## src/rtl/frt_fifo.sv

```systemverilog
// ----------------------------------------------------------------------------
// Small register queue
// Any depth, push and pop in the same cycle allowed.
// ----------------------------------------------------------------------------
module frt_fifo #(
    parameter int WIDTH = 8,
    parameter int DEPTH = 2
) (
    input  logic                       i_clk,
    input  logic                       i_rst_n,
    input  logic                       i_push,
    input  logic [WIDTH-1:0]           i_data,
    output logic                       o_full,
    input  logic                       i_pop,
    output logic [WIDTH-1:0]           o_data,
    output logic                       o_empty,
    output logic [$clog2(DEPTH+1)-1:0] o_count
);

    localparam int PTR_W = (DEPTH > 1) ? $clog2(DEPTH) : 1;
    localparam int CNT_W = $clog2(DEPTH + 1);

    logic [WIDTH-1:0] r_buf [DEPTH];
    logic [PTR_W-1:0] r_wr, n_wr, r_rd, n_rd;
    logic [CNT_W-1:0] r_cnt, n_cnt;
    logic             do_push, do_pop;

    assign o_full  = (r_cnt == CNT_W'(DEPTH));
    assign o_empty = (r_cnt == '0);
    assign o_count = r_cnt;
    assign o_data  = r_buf[r_rd];
    assign do_push = i_push && !o_full;
    assign do_pop  = i_pop && !o_empty;

    always_comb begin
        n_wr  = r_wr;
        n_rd  = r_rd;
        n_cnt = r_cnt;
        if (do_push) begin
            n_wr = (32'(r_wr) == DEPTH - 1) ? '0 : r_wr + PTR_W'(1);
        end
        if (do_pop) begin
            n_rd = (32'(r_rd) == DEPTH - 1) ? '0 : r_rd + PTR_W'(1);
        end
        if (do_push && !do_pop) begin
            n_cnt = r_cnt + CNT_W'(1);
        end else if (do_pop && !do_push) begin
            n_cnt = r_cnt - CNT_W'(1);
        end
    end

    always_ff @(posedge i_clk) begin
        if (!i_rst_n) begin
            r_wr  <= '0;
            r_rd  <= '0;
            r_cnt <= '0;
        end else begin
            r_wr  <= n_wr;
            r_rd  <= n_rd;
            r_cnt <= n_cnt;
        end
    end

    always_ff @(posedge i_clk) begin
        if (do_push) begin
            r_buf[r_wr] <= i_data;
        end
    end

endmodule

```

## config.mk

```make
export PLATFORM = sky130hd
export DESIGN_NAME = frt_fifo
export DESIGN_NICKNAME = d
export VERILOG_FILES = /design/src/rtl/frt_fifo.sv
export SDC_FILE = /design/constraint.sdc
export NUM_CORES = 1
export LEC_CHECK = 0
export ABC_AREA = 0
export ABC_CLOCK_PERIOD_IN_PS = 3100
export BUFFER_PORTS_ARGS = -buffer_cell sky130_fd_sc_hd__buf_2
export CORE_MARGIN = 2
export CORE_UTILIZATION = 35
export DETAILED_ROUTE_END_ITERATION = 16
export PLACE_DENSITY = 0.57
export SYNTH_ARGS = -nofsm -noshare
export SYNTH_HDL_FRONTEND = slang
export SYNTH_SLANG_ARGS = --single-unit
```

## constraint.sdc

```tcl
create_clock -name i_clk -period 3.1 [get_ports i_clk]
set_input_delay 0.62 -clock i_clk [delete_from_list [all_inputs] [get_ports i_clk]]
set_output_delay 0.62 -clock i_clk [all_outputs]
set_load 0.005 [all_outputs]
```

# Yosys cells after proc, flatten, opt, wreduce, memory -nomap -nowiden
# Memory sizes are Yosys's and may differ from the RTL's. A register that Yosys moved wholly into a read port is not among the register bits.
# Index checks and enable logic that the tools add are counted.
word_totals:
  elab_cells: 27
  n_memories: 1
  input_bits: 12
  ramBits: 16
  output_inout_bits: 12
  ff_bits: 4
classes:
  n_mux: 8
  eq_ne: 1
  reduce_logical: 10
  addsub: 4
memory_table:
  columns: ["memory", "depth", "width", "rd", "rd_ports_with_merged_regs", "write_ports", "line_no", "source"]
  rows:
  - ["r_buf", 2, 8, 1, 1, 1, "23", "logic [WIDTH-1:0] r_buf [DEPTH];"]
ops:
  columns: ["operator", "n"]
  rows:
  - ["1-bit two-way mux", 6]
  - ["1-bit logical AND", 4]
  - ["1-bit logical NOT", 4]
  - ["2-bit two-way mux", 2]
  - ["1-bit adder, second input constant", 2]
  - ["2-bit by 1-bit adder with 2-bit output, second input constant", 1]
  - ["2-bit equality test, second input constant", 1]
  - ["2-bit logical NOT", 1]
  - ["2-bit nonzero test", 1]
  - ["2-bit by 1-bit subtractor with 2-bit output, second input constant", 1]

# Logic depth before layout (Yosys ltp)
depth:
  ltp_word: 7
  ltp_mapped: 7
  ltp_nobuf: 7

# Worst setup path before layout
# Ideal clock, no wire load.
synth_timing:
  kind: "input-to-reg"
  startpoint: "input i_pop"
  endpoint: "register r_cnt[1], in the netlist o_count[1]"
  required_time_ps: 3030
  t_arrival_ps: 1485
  setup_time_ps: 70
  path_stages: 4
  path_slack_ps: 1546
  path_cell_list: "o21ai_1 > ha_1 > or3_1 > a21boi_1"
synth_via:
  elab_chain_len: 4
synth_rtl:
  columns: ["element", "line_no", "source"]
  rows:
  - ["start: declaration", "14", "input logic i_pop,"]
  - ["1-bit logical AND *", "33", "assign do_pop = i_pop && !o_empty;"]
  - ["1-bit logical NOT", "45", "if (do_push && !do_pop) begin"]
  - ["1-bit logical AND", "45", null]
  - ["2-bit two-way mux / 2-bit nonzero test (equally long branches)", null, null]
  - ["end signal: assignment", "60", "r_cnt <= n_cnt;"]
  - ["end: declaration", "25", "logic [CNT_W-1:0] r_cnt, n_cnt;"]
# Mark *: on every way between the ends. The rest lies on a longest branch, timed or not.
# A chain may end at the register's enable or synchronous reset.

==> metrics.txt <==
WL/cell=between 10 and 15 um; vias=462; Synth Warn #=0; commonest cells after routing, fill and taps aside=23 x buf_2, 16 x edfxtp_1, 8 x mux2_2, 5 x dfxtp_1; setup repair after global routing missed its margin=no; critical path peak fanout=8; Post-Synthesis Cells=50; CORE AREA=around 2200 um2; # DRC=0; sequential share of the synthesized area=0.717; DRT Pass-1 Iters=4; GP Congestion=0.652; R2R Path End=o_count[1]; Initial Util=0.370; total clock sinks=21; Final Setup Violations=0; Antenna Diode Count=0; Yosys cell types=20; Top FF cell, synth=edfxtp_1; first-pass GRT wire length=1.92 mm; FF+latch count, synth=21; crit path kind=flip-flop to primary output; Worst Tran Pin Value=674 ps; Pwr Density=around 760 nW/um2; CP Launch Type=flip-flop; R2R setup slack=1490 ps; CTS buffer count=3; initial antenna violation count=0; DIE HEIGHT=52.1 um; # rows=17; fraction of layout cells with a size suffix above 1=0.487; fill cell count=~210; arrival time at the worst endpoint=approximately 1400 ps; Worst-path clk slew=approximately 110 ps; # resized after CTS=0; Rel. slew slack=0.548; leakage power=0.392 nW; CTS tree=yes; Post-Syn Area per Cell=16.2 um2; Multi-input gate area=216 um2; Netlist Area Pre-Place=810 um2; cell taking the most area after synthesis=edfxtp_1; gr usage total=0.103; Synth Net Count=63; min Tclk post-route=1970 ps; port bufs=23; commonest non-fill, non-tap cell in the layout=buf_2; f_max=507 MHz; class of the worst hold path=input port to flip-flop; Peak VDD IR=~0.00033 V; Worst setup EP type=primary output; Fin. Hold Viols=0; GR Overflow Total=0; worst hold path cell count=1; largest net degree at the start of global routing=13; hold_sp=i_data[7]; Critical Path RT=~2500 ps; worst r2r src=o_count[0]; post-synth top area share=0.594; Root Buffer=clkbuf_4; Chip Width=52.1 um; Hold Slack=508 ps; P&R area growth vs syn=21.3%; ranking of synthesized cells by area=edfxtp_1 59%, dfxtp_1 12%, mux2_2 11%, and2_1 2.3%, xnor2_1 2.2%; Overall Power=748 uW; Register-to-Register Path Depth=6; status=complete, no violations; vias in the first global route=463; H-tree levels=1; final count of pins violating max slew=0; WHS Endpoint=r_buf[1][7]; drt initial violations=7; worst-skew pair later-pin latency=290 ps; hold bufs inserted after CTS=0; Setup TNS=0 ps; Longest Clk Path Bufs=2; nets=90; WL final=1.23 mm; antenna-violating nets left=0; vias per std cell=4.44; fin crit share=0.636; Post-synth ARST share=0; max-cap violation count=0; Final Skew=5.44 ps; DIE AREA=2710 um2; FF/Latch Area=581 um2; EDFF count, synth=16; io pins=24; post-CTS setup buffers=0
==> synthesized netlist by cell type (2+ instances only) <==
cell type	n
dfxtp_1	5
nor2_1	2
and2_1	3
edfxtp_1	16
mux2_2	8
xnor2_1	2
==> worst max-delay path by stage <==
stage | startpoint | to | slack, ps | cells after the start
detailed placement | i_push | o_count[1] | 1360 | 6
global route | flip-flop | o_data[5] | 1010 | 2
finish | flip-flop | o_data[7] | 1130 | 2
floorplan | i_pop | o_count[1] | 1550 | 4
CTS | flip-flop | o_data[5] | 1070 | 2
global placement | i_push | r_buf[0][4] | 1390 | 3
==> final cells by class <==
| cell class | instances | share of cell area |
|---|---|---|
| flip-flops and latches | 21 | 0.591 |
| multi-input cells | 26 | 0.220 |
| repair buffers | 23 | 0.117 |
| well taps | 28 | 0.0357 |
| clock buffers | 3 | 0.0229 |
| inverters | 2 | 0.00764 |
| clock inverters | 1 | 0.00510 |
==> critical path: stages, from the launching register on <==
cell     delay, ps
dfxtp_1        550
mux2_2         380
buf_2          130
==> through the flow <==
step / util / instances / cell area (um2) / worst slack, ps
after floorplan: - / 50 / 810 / 1550
after global placement: 0.436 / 100 / 955 / 1390
after detailed placement: 0.436 / 100 / 955 / 1360
after CTS: 0.448 / 104 / 982 / 1070
after global routing: 0.448 / 104 / 982 / 1010
final: 0.448 / 104 / 982 / 1130
==> flip-flops by register name (all words and copies together) (netlist names), named ones only <==
signal,flops
r_wr,1
r_buf,16
o_count,2
r_rd,1
==> report_power, final <==
group	leakage, nW	internal, mW	total [mW]	switching, mW
Sequential	0.191	0.359	0.399	0.0402
Combinational	0.183	0.127	0.225	0.0981
Clock	0.0177	0.0479	0.123	0.0755
Total	0.392	0.534	0.748	0.214
==> layer usage <==
metal	global-route usage	up-vias	share of wire
met5	0	-	0
met4	0.0658	0	0.0089
met3	0.0259	2	0.042
met2	0.171	10	0.52
met1	0.116	216	0.43
li1	-	234	-
==> cell families (layout without fill, tap and decap cells) <==
logic type,after synthesis,after routing,share of synthesized area
adder cells (fa/ha/maj),1,1,0.0155
flip-flops,21,21,0.717
multiplexers,8,8,0.111
buffers and inverters,3,29,0.0154
AO/OA/AOI/OAI,5,5,0.0402
XOR/XNOR,3,3,0.0325
AND/OR/NAND/NOR,9,9,0.0680
No activity file was read; power rests on OpenSTA's default activity.
