$ cat src/rtl/frt_pkg.sv
// ----------------------------------------------------------------------------
// Fragment reassembly table package
// Shared item types, command and status codes, and default sizes.
// ----------------------------------------------------------------------------
package frt_pkg;

    localparam int DEF_SLOT_COUNT = 8;
    localparam int DEF_SLOT_BYTES = 4096;
    localparam int DEF_MAX_ENTRY  = 64;

    // Widest slot index and store offset over the supported parameter ranges.
    localparam int MAX_SLOT_W = 6;
    localparam int MAX_OFF_W  = 16;

    localparam int JOB_DEPTH = 2;
    localparam int RES_DEPTH = 4;

    localparam logic [6:0] ENTRY_SIZE_RESET = 7'd64;

    localparam logic [1:0] CMD_ENTRY   = 2'd0;
    localparam logic [1:0] CMD_READ    = 2'd1;
    localparam logic [1:0] CMD_RELEASE = 2'd2;
    localparam logic [1:0] CMD_SPARE   = 2'd3;

    localparam logic [2:0] ST_TAKEN    = 3'd0;
    localparam logic [2:0] ST_NOT_FRAG = 3'd1;
    localparam logic [2:0] ST_PENDING  = 3'd2;
    localparam logic [2:0] ST_DROPPED  = 3'd3;
    localparam logic [2:0] ST_COMPLETE = 3'd4;
    localparam logic [2:0] ST_NO_SLOT  = 3'd5;
    localparam logic [2:0] ST_CMD_DONE = 3'd6;

    typedef struct packed {
        logic [1:0]  command;
        logic [7:0]  entry_byte;
        logic        entry_first;
        logic [2:0]  slot_select;
        logic [11:0] read_offset;
    } t_item;

    typedef struct packed {
        logic [2:0]  status;
        logic [2:0]  done_slot;
        logic [14:0] done_id;
        logic [12:0] done_length;
        logic [7:0]  read_data;
    } t_result;

    typedef enum logic [1:0] {
        OP_NONE  = 2'd0,
        OP_WRITE = 2'd1,
        OP_READ  = 2'd2
    } t_op;

    // Work handed from the classifier to the store side.
    typedef struct packed {
        t_op                   op;
        logic [MAX_SLOT_W-1:0] slot;
        logic [MAX_OFF_W-1:0]  offset;
        logic [7:0]            data;
        t_result               res;
    } t_job;

endpackage

$ cat src/rtl/frt_front.sv
// ----------------------------------------------------------------------------
// Reassembly classifier
// Tracks entry position, decodes headers, owns the slot table, emits jobs.
// ----------------------------------------------------------------------------
module frt_front import frt_pkg::*; #(
    parameter int SLOT_COUNT = DEF_SLOT_COUNT,
    parameter int SLOT_BYTES = DEF_SLOT_BYTES,
    parameter int MAX_ENTRY  = DEF_MAX_ENTRY
) (
    input  logic       i_clk,
    input  logic       i_rst_n,
    input  logic       i_cfg_we,
    input  logic [6:0] i_cfg_data,
    input  logic       i_accept,
    input  t_item      i_item,
    output t_job       o_job
);

    localparam int SW = (SLOT_COUNT > 1) ? $clog2(SLOT_COUNT) : 1;
    localparam int PW = $clog2(MAX_ENTRY + 1);

    logic [6:0]            r_entry_size;
    logic [SLOT_COUNT-1:0] r_busy, n_busy, r_held, n_held;
    logic [14:0]           r_id  [SLOT_COUNT];
    logic [7:0]            r_tot [SLOT_COUNT];
    logic [7:0]            r_cnt [SLOT_COUNT];
    logic [23:0]           r_hdr, n_hdr;
    logic [PW-1:0]         r_pos, n_pos;
    logic                  r_verdict, n_verdict;
    logic [SW-1:0]         r_cur, n_cur;
    logic [7:0]            r_part, n_part;

    logic [PW-1:0]         es, payload, pos_eff;
    logic                  verd_eff;
    logic [14:0]           hid;
    logic [7:0]            htot, hidx;
    logic [SLOT_COUNT-1:0] mism;
    logic                  hit, free_any;
    logic [SW-1:0]         hit_idx, free_idx, sel_idx;
    logic [PW+7:0]         hdr_prod, len_prod;
    logic [PW+8:0]         st_addr;
    logic [7:0]            tot_cur, cnt_cur;
    logic                  tbl_we, cnt_we;
    logic [SW-1:0]         tbl_idx, cnt_idx;
    logic [7:0]            cnt_val;
    logic [31:0]           sel32;

    function automatic logic [2:0] slot3(input logic [SW-1:0] s);
        logic [31:0] w;
        w = 32'(s);
        return w[2:0];
    endfunction

    // Effective entry size, saturated to the supported range.
    always_comb begin
        if (r_entry_size < 7'd5) begin
            es = PW'(5);
        end else if (32'(r_entry_size) > MAX_ENTRY) begin
            es = PW'(MAX_ENTRY);
        end else begin
            es = PW'(r_entry_size);
        end
    end

    assign payload  = es - PW'(4);
    assign pos_eff  = i_item.entry_first ? '0 : r_pos;
    assign verd_eff = i_item.entry_first ? 1'b0 : r_verdict;
    assign hid      = {i_item.entry_byte[6:0], r_hdr[23:16]};
    assign htot     = r_hdr[15:8];
    assign hidx     = r_hdr[7:0];
    assign tot_cur  = r_tot[r_cur];
    assign cnt_cur  = r_cnt[r_cur];
    assign hdr_prod = (PW+8)'(htot) * (PW+8)'(payload);
    assign len_prod = (PW+8)'(tot_cur) * (PW+8)'(payload);
    assign st_addr  = (PW+9)'(r_part) * (PW+9)'(payload) + (PW+9)'(pos_eff - PW'(4));
    assign sel32    = 32'(i_item.slot_select);
    assign sel_idx  = sel32[SW-1:0];

    // Parallel id match and free-slot search, lowest slot first.
    always_comb begin
        hit      = 1'b0;
        hit_idx  = '0;
        free_any = 1'b0;
        free_idx = '0;
        for (int s = SLOT_COUNT - 1; s >= 0; s--) begin
            mism[s] = (hidx >= r_tot[s]) || (r_tot[s] != htot);
            if (r_busy[s] && r_id[s] == hid) begin
                hit     = 1'b1;
                hit_idx = SW'(s);
            end
            if (!r_busy[s] && !r_held[s]) begin
                free_any = 1'b1;
                free_idx = SW'(s);
            end
        end
    end

    always_comb begin
        n_pos     = r_pos;
        n_verdict = r_verdict;
        n_hdr     = r_hdr;
        n_cur     = r_cur;
        n_part    = r_part;
        n_busy    = r_busy;
        n_held    = r_held;
        tbl_we    = 1'b0;
        tbl_idx   = free_idx;
        cnt_we    = 1'b0;
        cnt_idx   = r_cur;
        cnt_val   = cnt_cur + 8'd1;
        o_job     = '0;
        o_job.op  = OP_NONE;
        o_job.data = i_item.entry_byte;
        if (i_accept) begin
            unique case (i_item.command)
                CMD_ENTRY: begin
                    n_pos     = pos_eff;
                    n_verdict = verd_eff;
                    o_job.res.status = ST_TAKEN;
                    if (pos_eff < es) begin
                        n_pos = pos_eff + PW'(1);
                        if (pos_eff == PW'(0)) begin
                            n_hdr = {16'd0, i_item.entry_byte};
                        end else if (pos_eff == PW'(1)) begin
                            n_hdr[15:8] = i_item.entry_byte;
                        end else if (pos_eff == PW'(2)) begin
                            n_hdr[23:16] = i_item.entry_byte;
                        end else if (pos_eff == PW'(3)) begin
                            n_verdict = 1'b0;
                            if (!i_item.entry_byte[7]) begin
                                o_job.res.status = ST_NOT_FRAG;
                            end else begin
                                o_job.res.done_id = hid;
                                if (hit) begin
                                    o_job.res.done_slot = slot3(hit_idx);
                                    if (mism[hit_idx]) begin
                                        n_busy[hit_idx]  = 1'b0;
                                        o_job.res.status = ST_DROPPED;
                                    end else begin
                                        n_verdict = 1'b1;
                                        n_cur     = hit_idx;
                                        n_part    = hidx;
                                    end
                                end else if (hidx >= htot || 32'(hdr_prod) > SLOT_BYTES) begin
                                    o_job.res.status = ST_DROPPED;
                                end else if (free_any) begin
                                    n_busy[free_idx] = 1'b1;
                                    tbl_we    = 1'b1;
                                    cnt_we    = 1'b1;
                                    cnt_idx   = free_idx;
                                    cnt_val   = 8'd0;
                                    n_verdict = 1'b1;
                                    n_cur     = free_idx;
                                    n_part    = hidx;
                                    o_job.res.done_slot = slot3(free_idx);
                                end else begin
                                    o_job.res.status = ST_NO_SLOT;
                                end
                            end
                        end else if (verd_eff && r_busy[r_cur]) begin
                            if (32'(st_addr) < SLOT_BYTES) begin
                                o_job.op     = OP_WRITE;
                                o_job.slot   = MAX_SLOT_W'(r_cur);
                                o_job.offset = MAX_OFF_W'(st_addr);
                            end
                            if ((PW+1)'(pos_eff) + (PW+1)'(1) == (PW+1)'(es)) begin
                                n_verdict = 1'b0;
                                cnt_we    = 1'b1;
                                o_job.res.done_slot   = slot3(r_cur);
                                o_job.res.done_id     = r_id[r_cur];
                                o_job.res.done_length = len_prod[12:0];
                                if (cnt_val == tot_cur) begin
                                    n_busy[r_cur]    = 1'b0;
                                    n_held[r_cur]    = 1'b1;
                                    o_job.res.status = ST_COMPLETE;
                                end else begin
                                    o_job.res.status = ST_PENDING;
                                end
                            end
                        end
                    end
                end
                CMD_READ, CMD_RELEASE: begin
                    o_job.res.status    = ST_CMD_DONE;
                    o_job.res.done_slot = i_item.slot_select;
                    if (sel32 < SLOT_COUNT) begin
                        if (i_item.command == CMD_READ) begin
                            if (32'(i_item.read_offset) < SLOT_BYTES) begin
                                o_job.op     = OP_READ;
                                o_job.slot   = MAX_SLOT_W'(sel_idx);
                                o_job.offset = MAX_OFF_W'(i_item.read_offset);
                            end
                        end else begin
                            n_held[sel_idx] = 1'b0;
                        end
                    end
                end
                CMD_SPARE: begin
                    o_job.res.status = ST_CMD_DONE;
                end
            endcase
        end
    end

    always_ff @(posedge i_clk) begin
        if (!i_rst_n) begin
            r_entry_size <= ENTRY_SIZE_RESET;
            r_busy       <= '0;
            r_held       <= '0;
            r_hdr        <= '0;
            r_pos        <= '0;
            r_verdict    <= 1'b0;
            r_cur        <= '0;
            r_part       <= '0;
        end else begin
            if (i_cfg_we) begin
                r_entry_size <= i_cfg_data;
            end
            r_busy    <= n_busy;
            r_held    <= n_held;
            r_hdr     <= n_hdr;
            r_pos     <= n_pos;
            r_verdict <= n_verdict;
            r_cur     <= n_cur;
            r_part    <= n_part;
        end
    end

    always_ff @(posedge i_clk) begin
        if (tbl_we) begin
            r_id[tbl_idx]  <= hid;
            r_tot[tbl_idx] <= htot;
        end
        if (cnt_we) begin
            r_cnt[cnt_idx] <= cnt_val;
        end
    end

endmodule

$ cat config.mk
export PLATFORM = sky130hd
export DESIGN_NAME = frt_front
export DESIGN_NICKNAME = d
export VERILOG_FILES = /design/src/rtl/frt_pkg.sv /design/src/rtl/frt_front.sv
export SDC_FILE = /design/constraint.sdc
export NUM_CORES = 1
export LEC_CHECK = 0
export ABC_AREA = 0
export CORE_MARGIN = 8
export CORE_UTILIZATION = 60
export CTS_CLUSTER_SIZE = 14
export DETAILED_ROUTE_END_ITERATION = 16
export DONT_BUFFER_PORTS = 1
export GPL_ROUTABILITY_DRIVEN = 0
export PLACE_DENSITY = 0.74
export SYNTH_ARGS = -nofsm -noshare
export SYNTH_HDL_FRONTEND = slang
export SYNTH_SLANG_ARGS = --single-unit
$ cat constraint.sdc
create_clock -name i_clk -period 11.5 [get_ports i_clk]
set_input_delay 1.15 -clock i_clk [delete_from_list [all_inputs] [get_ports i_clk]]
set_output_delay 1.15 -clock i_clk [all_outputs]
set_load 0.05 [all_outputs]
-- Word-level counts from Yosys, hierarchy flattened
Memories as Yosys holds them, arrays and structs flattened. A register that Yosys moved wholly into a read port is not among the register bits.
Cells that the tools add are included.
- register bits: 66
- bits in writable memories: 248
- input bits: 37
- output and inout bits: 74
- logic and storage cells: 335
- memories kept: 3
- memory list (name ; depth ; bits a word ; rd ports ; clocked after memory_dff ; write ports ; line ; source):
    r_id ; 8 ; 15 ; 9 ; 1 ; 1 ; frt_front.sv:24 ; logic [14:0] r_id [SLOT_COUNT];
    r_cnt ; 8 ; 8 ; 1 ; 1 ; 1 ; frt_front.sv:26 ; logic [7:0] r_cnt [SLOT_COUNT];
    r_tot ; 8 ; 8 ; 9 ; 1 ; 1 ; frt_front.sv:25 ; logic [7:0] r_tot [SLOT_COUNT];
- $add $sub $neg: 6
- $mul: 3
- order comparisons: 23
- equal/unequal tests: 41
- multiplexer cells: 173
- bitwise operators: 11
- reduce and logical (&&, ||, !) cells: 65
- operators with widths (cell ; count):
    8-bit two-way mux ; 37
    34-bit two-way mux ; 7
    23-bit two-way mux ; 7
    3-bit two-way mux ; 41
    15-bit equality test ; 8
    8-bit >= comparator ; 9
    24-bit two-way mux ; 3
    8-bit != test ; 8
    1-bit two-way mux ; 57
    24-bit case mux with 2 select lines ; 1
    8-bit by 7-bit multiplier with 15-bit output ; 2
    28-bit two-way mux ; 1
    7-bit two-way mux ; 4
    2-bit != test (second input constant) ; 14
    8-bit bitwise AND ; 3
    8-bit NOT ; 3
    1-bit logical AND ; 21
    21-bit two-way mux ; 1
    3-bit by 4-bit less-than comparator with 1-bit output (second input constant) ; 5
    18-bit two-way mux ; 1
    15-bit by 16-bit adder with 16-bit output ; 1
    1-bit zero test ; 16
    16-bit by 13-bit less-than comparator with 1-bit output (second input constant) ; 1
    16-bit two-way mux ; 1
    41 further kinds ; 70

-- Depth between registers and ports, before layout
- depth after elaboration: 23
- gate-level depth with buffers: 30
- depth with buffers taken out: 27

-- Worst setup path before layout
No wires, ideal clock.
- path type: register to output
- from: register r_entry_size[3]
- to: output port o_job[37] (netlist name)
- data arrival time: 7975 ps
- data required time: 10350 ps
- setup slack: 2375 ps
- cell stages (with the launch flop): 28
- path buffers: 3
- path through: dfxtp_1 > nor3_2 > nor2_1 > nor2_1 > inv_1 > clkbuf_1 > clkbuf_1 > ha_1 > xnor2_1 > clkbuf_1 > nand2_1 > fa_1 > fa_1 > inv_1 > fa_1 > inv_1 > fa_1 > inv_1 > ha_1 > a21o_1 > a211o_1 > a221o_1 > a2111oi_2 > a31oi_1 > nor3_1 > o211ai_1 > a31o_2 > o21ai_0
- RTL lines (element ; line ; source):
    from (decl) ; frt_front.sv:22 ; logic [6:0] r_entry_size;
    from (signal assigned) ; frt_front.sv:217 ; r_entry_size <= i_cfg_data;
    to (decl) ; frt_front.sv:16 ; output t_job o_job

==> metrics.md <==
| Metric | Value |
|---|---|
| Post-Place Worst Slack | `2.01 ns` |
| Final hold slack | `~0.5 ns` |
| Hold_buf cts | `0` |
| Chip height | `219 microns` |
| CP Class | `reg -> out` |
| Post-synth EDFFs | `248` |
| Top achievable clock speed | `between 90 and 100 MHz` |
| Fin nets | `around 2600` |
| Multi-input logic area | `~14000 sq um` |
| H-Tree Depth | `2` |
| Hold Fails Final Rpt | `0` |
| Crit. End Element | `output port` |
| Crit-path max FO | `21` |
| I/O pin total | `between 100 and 150` |
| CP required | `~10 ns` |
| Initial Util | `around three fifths` |
| Layout cells sized above 1 | `between 10% and 20%` |
| Final cell count without fillers | `roughly 2900` |
| Core ar. | `slightly above 40000 sq um` |
| Gate Count Post-Synth | `about 2300` |
| Fin crit share | `between 80 and 90%` |
| IO buf count | `0` |
| Final wirelength | `approximately 70 mm` |
| Drt pass-1 iters | `5` |
| Yosys synthesis warning count | `0` |
| Post-synthesis simple-gate area fraction | `between 10% and 20%` |
| Avg Cell Area, Syn | `10.6 sq um` |
| Synth Area in Compound Gates | `roughly 9%` |
| Die X | `roughly 220 microns` |
| PwrDens | `96.6 nW/um^2` |
| Post CTS Setup Buffer Count | `0` |
| Iter 0 DRT Violations | `a little under 2000` |
| CTS sink cnt | `317` |
| Largest net degree at the start of global routing | `50` |
| DRC Markers | `0` |
| Relative slew slack | `10.6%` |
| Crit path arrival time | `a little under 9 ns` |
| Via count | `around 19000` |
| Max VDD drop | `slightly below 0.1 mV` |
| Outcome | `complete, no violations` |
| Placed Instances | `2787` |
| Diode count | `0` |
| RSZ-0062 raised after global routing | `no` |
| Post-Synth XOR/XNOR Area | `about 8.8%` |
| Adder-Cell Fraction of Synth Area | `between 10% and 20%` |
| Detail Placement HPWL | `50.6 mm` |
| Mux share of post-synthesis cell area | `under 10%` |
| Final WS setup | `~1.4 ns` |
| Distinct cells, synth | `90` |
| Fin. max-slew vios | `0` |
| Site Rows | `74` |
| Reg clk slew, reported paths | `0.06 ns` |
| Leakage power | `9.71 nW` |
| Post-route setup TNS | `0 ns` |
| Synth Flop Type | `edfxtp_1` |
| CTS tree | `done` |
| Slew of the pin with the lowest slew margin | `between 1 and 1.5 ns` |
| Commonest non-fill, non-tap cell in the layout | `edfxtp_1` |
| Antenna violations before repair | `0` |
| Final min period | `approximately 10 ns` |
| Number of global-route vias before repair | `19123` |
| Global-route wire length before repair | `about 110 mm` |
| Post-CTS sizing | `0` |
| Vias per cell | `around 6.6` |
| Routed Antenna Nets | `0` |
| Hold Crit Class | `reg -> reg` |
| Synth Cell Area | `24600 sq um` |
| GR Overflow Total | `0` |
| Synthesized flop and latch total | `approximately 320` |
| Setup crit start kind | `flop` |
| Clock buffer depth | `3` |
| Final setup fails | `0` |
| Area growth syn-to-layout | `6.80%` |
| Max Clock Skew | `0.0332 ns` |
| FF/Latch Area | `8830 sq um` |
| Most frequent cells in the layout | `edfxtp_1 (248), inv_1 (235), ha_1 (187), xnor2_1 (180), nand2_1 (173)` |
| Total track usage | `between 20% and 30%` |
| Root Driver | `clkbuf_16` |
| Num CTS Buffers | `37` |
| Sequential area share after synthesis | `35.9%` |
| Max_cap viols | `0` |
| Clk_lat worst skew | `0.56 ns` |
| Fillers | `3154` |
| Largest family of logic cells by synthesized area | `adder cells` |
| Asr flop ratio synth | `0%` |
| Die area | `~48000 sq um` |
| Routed len/inst | `24.1 microns` |
[kinds of logic (layout without fill, tap and decap cells)]
kind of cell / after synthesis / in the layout
muxes: 123 / 123
xor gates and xnor gates: 240 / 240
adders and majority gates: 286 / 286
AOI/OAI and AO/OA: 328 / 328
and+or+nand+nor: 672 / 672
DFF: 317 / 317
buffers and inverters: 354 / 338
other: 1 / 15
[path summary, 6_finish.rpt]
path / slack (ns) / endpoint / from / depth (start not counted)
max reg2reg: 2.08 / r_cnt[2][7] / r_entry_size[3] / 25
min: 0.50 / r_held[4] / r_held[4] / 2
max: 1.40 / o_job[36] / r_entry_size[3] / 24
min reg2reg: 0.50 / r_held[4] / r_held[4] / 2
[cell usage after synthesis (26+ instances only)]
cell type | number | area share (%)
nand3_1 | 29 | 0.59
a21o_1 | 26 | 0.79
xnor2_1 | 180 | 6.4
nand4_1 | 88 | 2.2
a211oi_1 | 28 | 0.85
nand2b_1 | 36 | 0.92
and2_1 | 60 | 1.5
mux2i_1 | 45 | 1.8
dfxtp_1 | 69 | 5.6
ha_1 | 187 | 9.5
a21oi_1 | 87 | 1.8
nor2_1 | 135 | 2.1
nor3_1 | 37 | 0.75
clkbuf_1 | 53 | 0.81
nand2_1 | 174 | 2.7
fa_1 | 99 | 8.1
o21ai_0 | 55 | 1.1
buf_4 | 38 | 1.2
edfxtp_1 | 248 | 30
mux4_2 | 68 | 6.2
inv_1 | 235 | 3.6
xor2_1 | 56 | 2.0
[critical path: stages (launching register included)]
cell and delay [ns]:
dfxtp_1 0.36, nor3_2 0.29, nor2_1 0.07, nor2_1 0.38, inv_1 0.46, ha_1 0.43, xor2_1 0.58, nor2_1 0.14
fa_1 0.56, inv_1 0.05, fa_1 0.48, inv_1 0.05, fa_1 0.48, inv_1 0.05, fa_1 0.47, inv_1 0.04
ha_1 0.32, a21o_1 0.18, a211o_1 0.28, a221o_1 0.33, a2111oi_2 0.29, a31oi_1 0.18, nor3_1 0.81, a31oi_1 0.29
o21ai_1 0.83
[per-layer routing]
| metal | global-route usage [%] | up-vias | part of all wire (%) |
|---|---|---|---|
| met5 | 0 | - | 0 |
| met3 | 5.90 | 186 | 10 |
| met2 | 47.4 | 1054 | 48 |
| li1 | - | 8189 | - |
| met4 | 12.1 | 0 | 3.9 |
| met1 | 36.9 | 9263 | 38 |
[cell type report]
| cell class | instances | share of cell area, % |
|---|---|---|
| well taps | 532 | 2.53 |
| multi-input cells | 1664 | 55.0 |
| clock buffers | 44 | 3.70 |
| inverters | 239 | 3.41 |
| clock inverters | 20 | 0.738 |
| repair buffers | 35 | 1.00 |
| flip-flops and latches | 317 | 33.6 |
[report_power, final]
part	leakage, nW	total [W]	internal [W]	switching [W]
Combinational	6.48	0.000145	0.0000483	0.0000964
Sequential	2.66	0.00124	0.00123	0.0000144
Clock	0.577	0.00115	0.000658	0.000494
[registers in the layout, indices dropped and copies added, names as in the netlist, named ones only]
register,cells
r_cnt,64
r_part,8
r_hdr,24
r_entry_size,7
r_cur,3
r_tot,64
r_busy,8
r_pos,7
r_id,120
r_held,8
r_verdict,1
[stage by stage]
| stage | power [W] | cell area (sq um) | util (%) |
|---|---|---|---|
| after global routing | 0.00260 | 26300 | 64.6 |
| after CTS | 0.00254 | 26300 | 64.6 |
| after detailed placement | 0.00140 | 25100 | 61.7 |
| final | 0.00254 | 26300 | 64.6 |
| after floorplan | 0.00139 | 24700 | - |
| after global placement | 0.00140 | 25100 | 61.7 |
(Power assumes the default switching activity.)
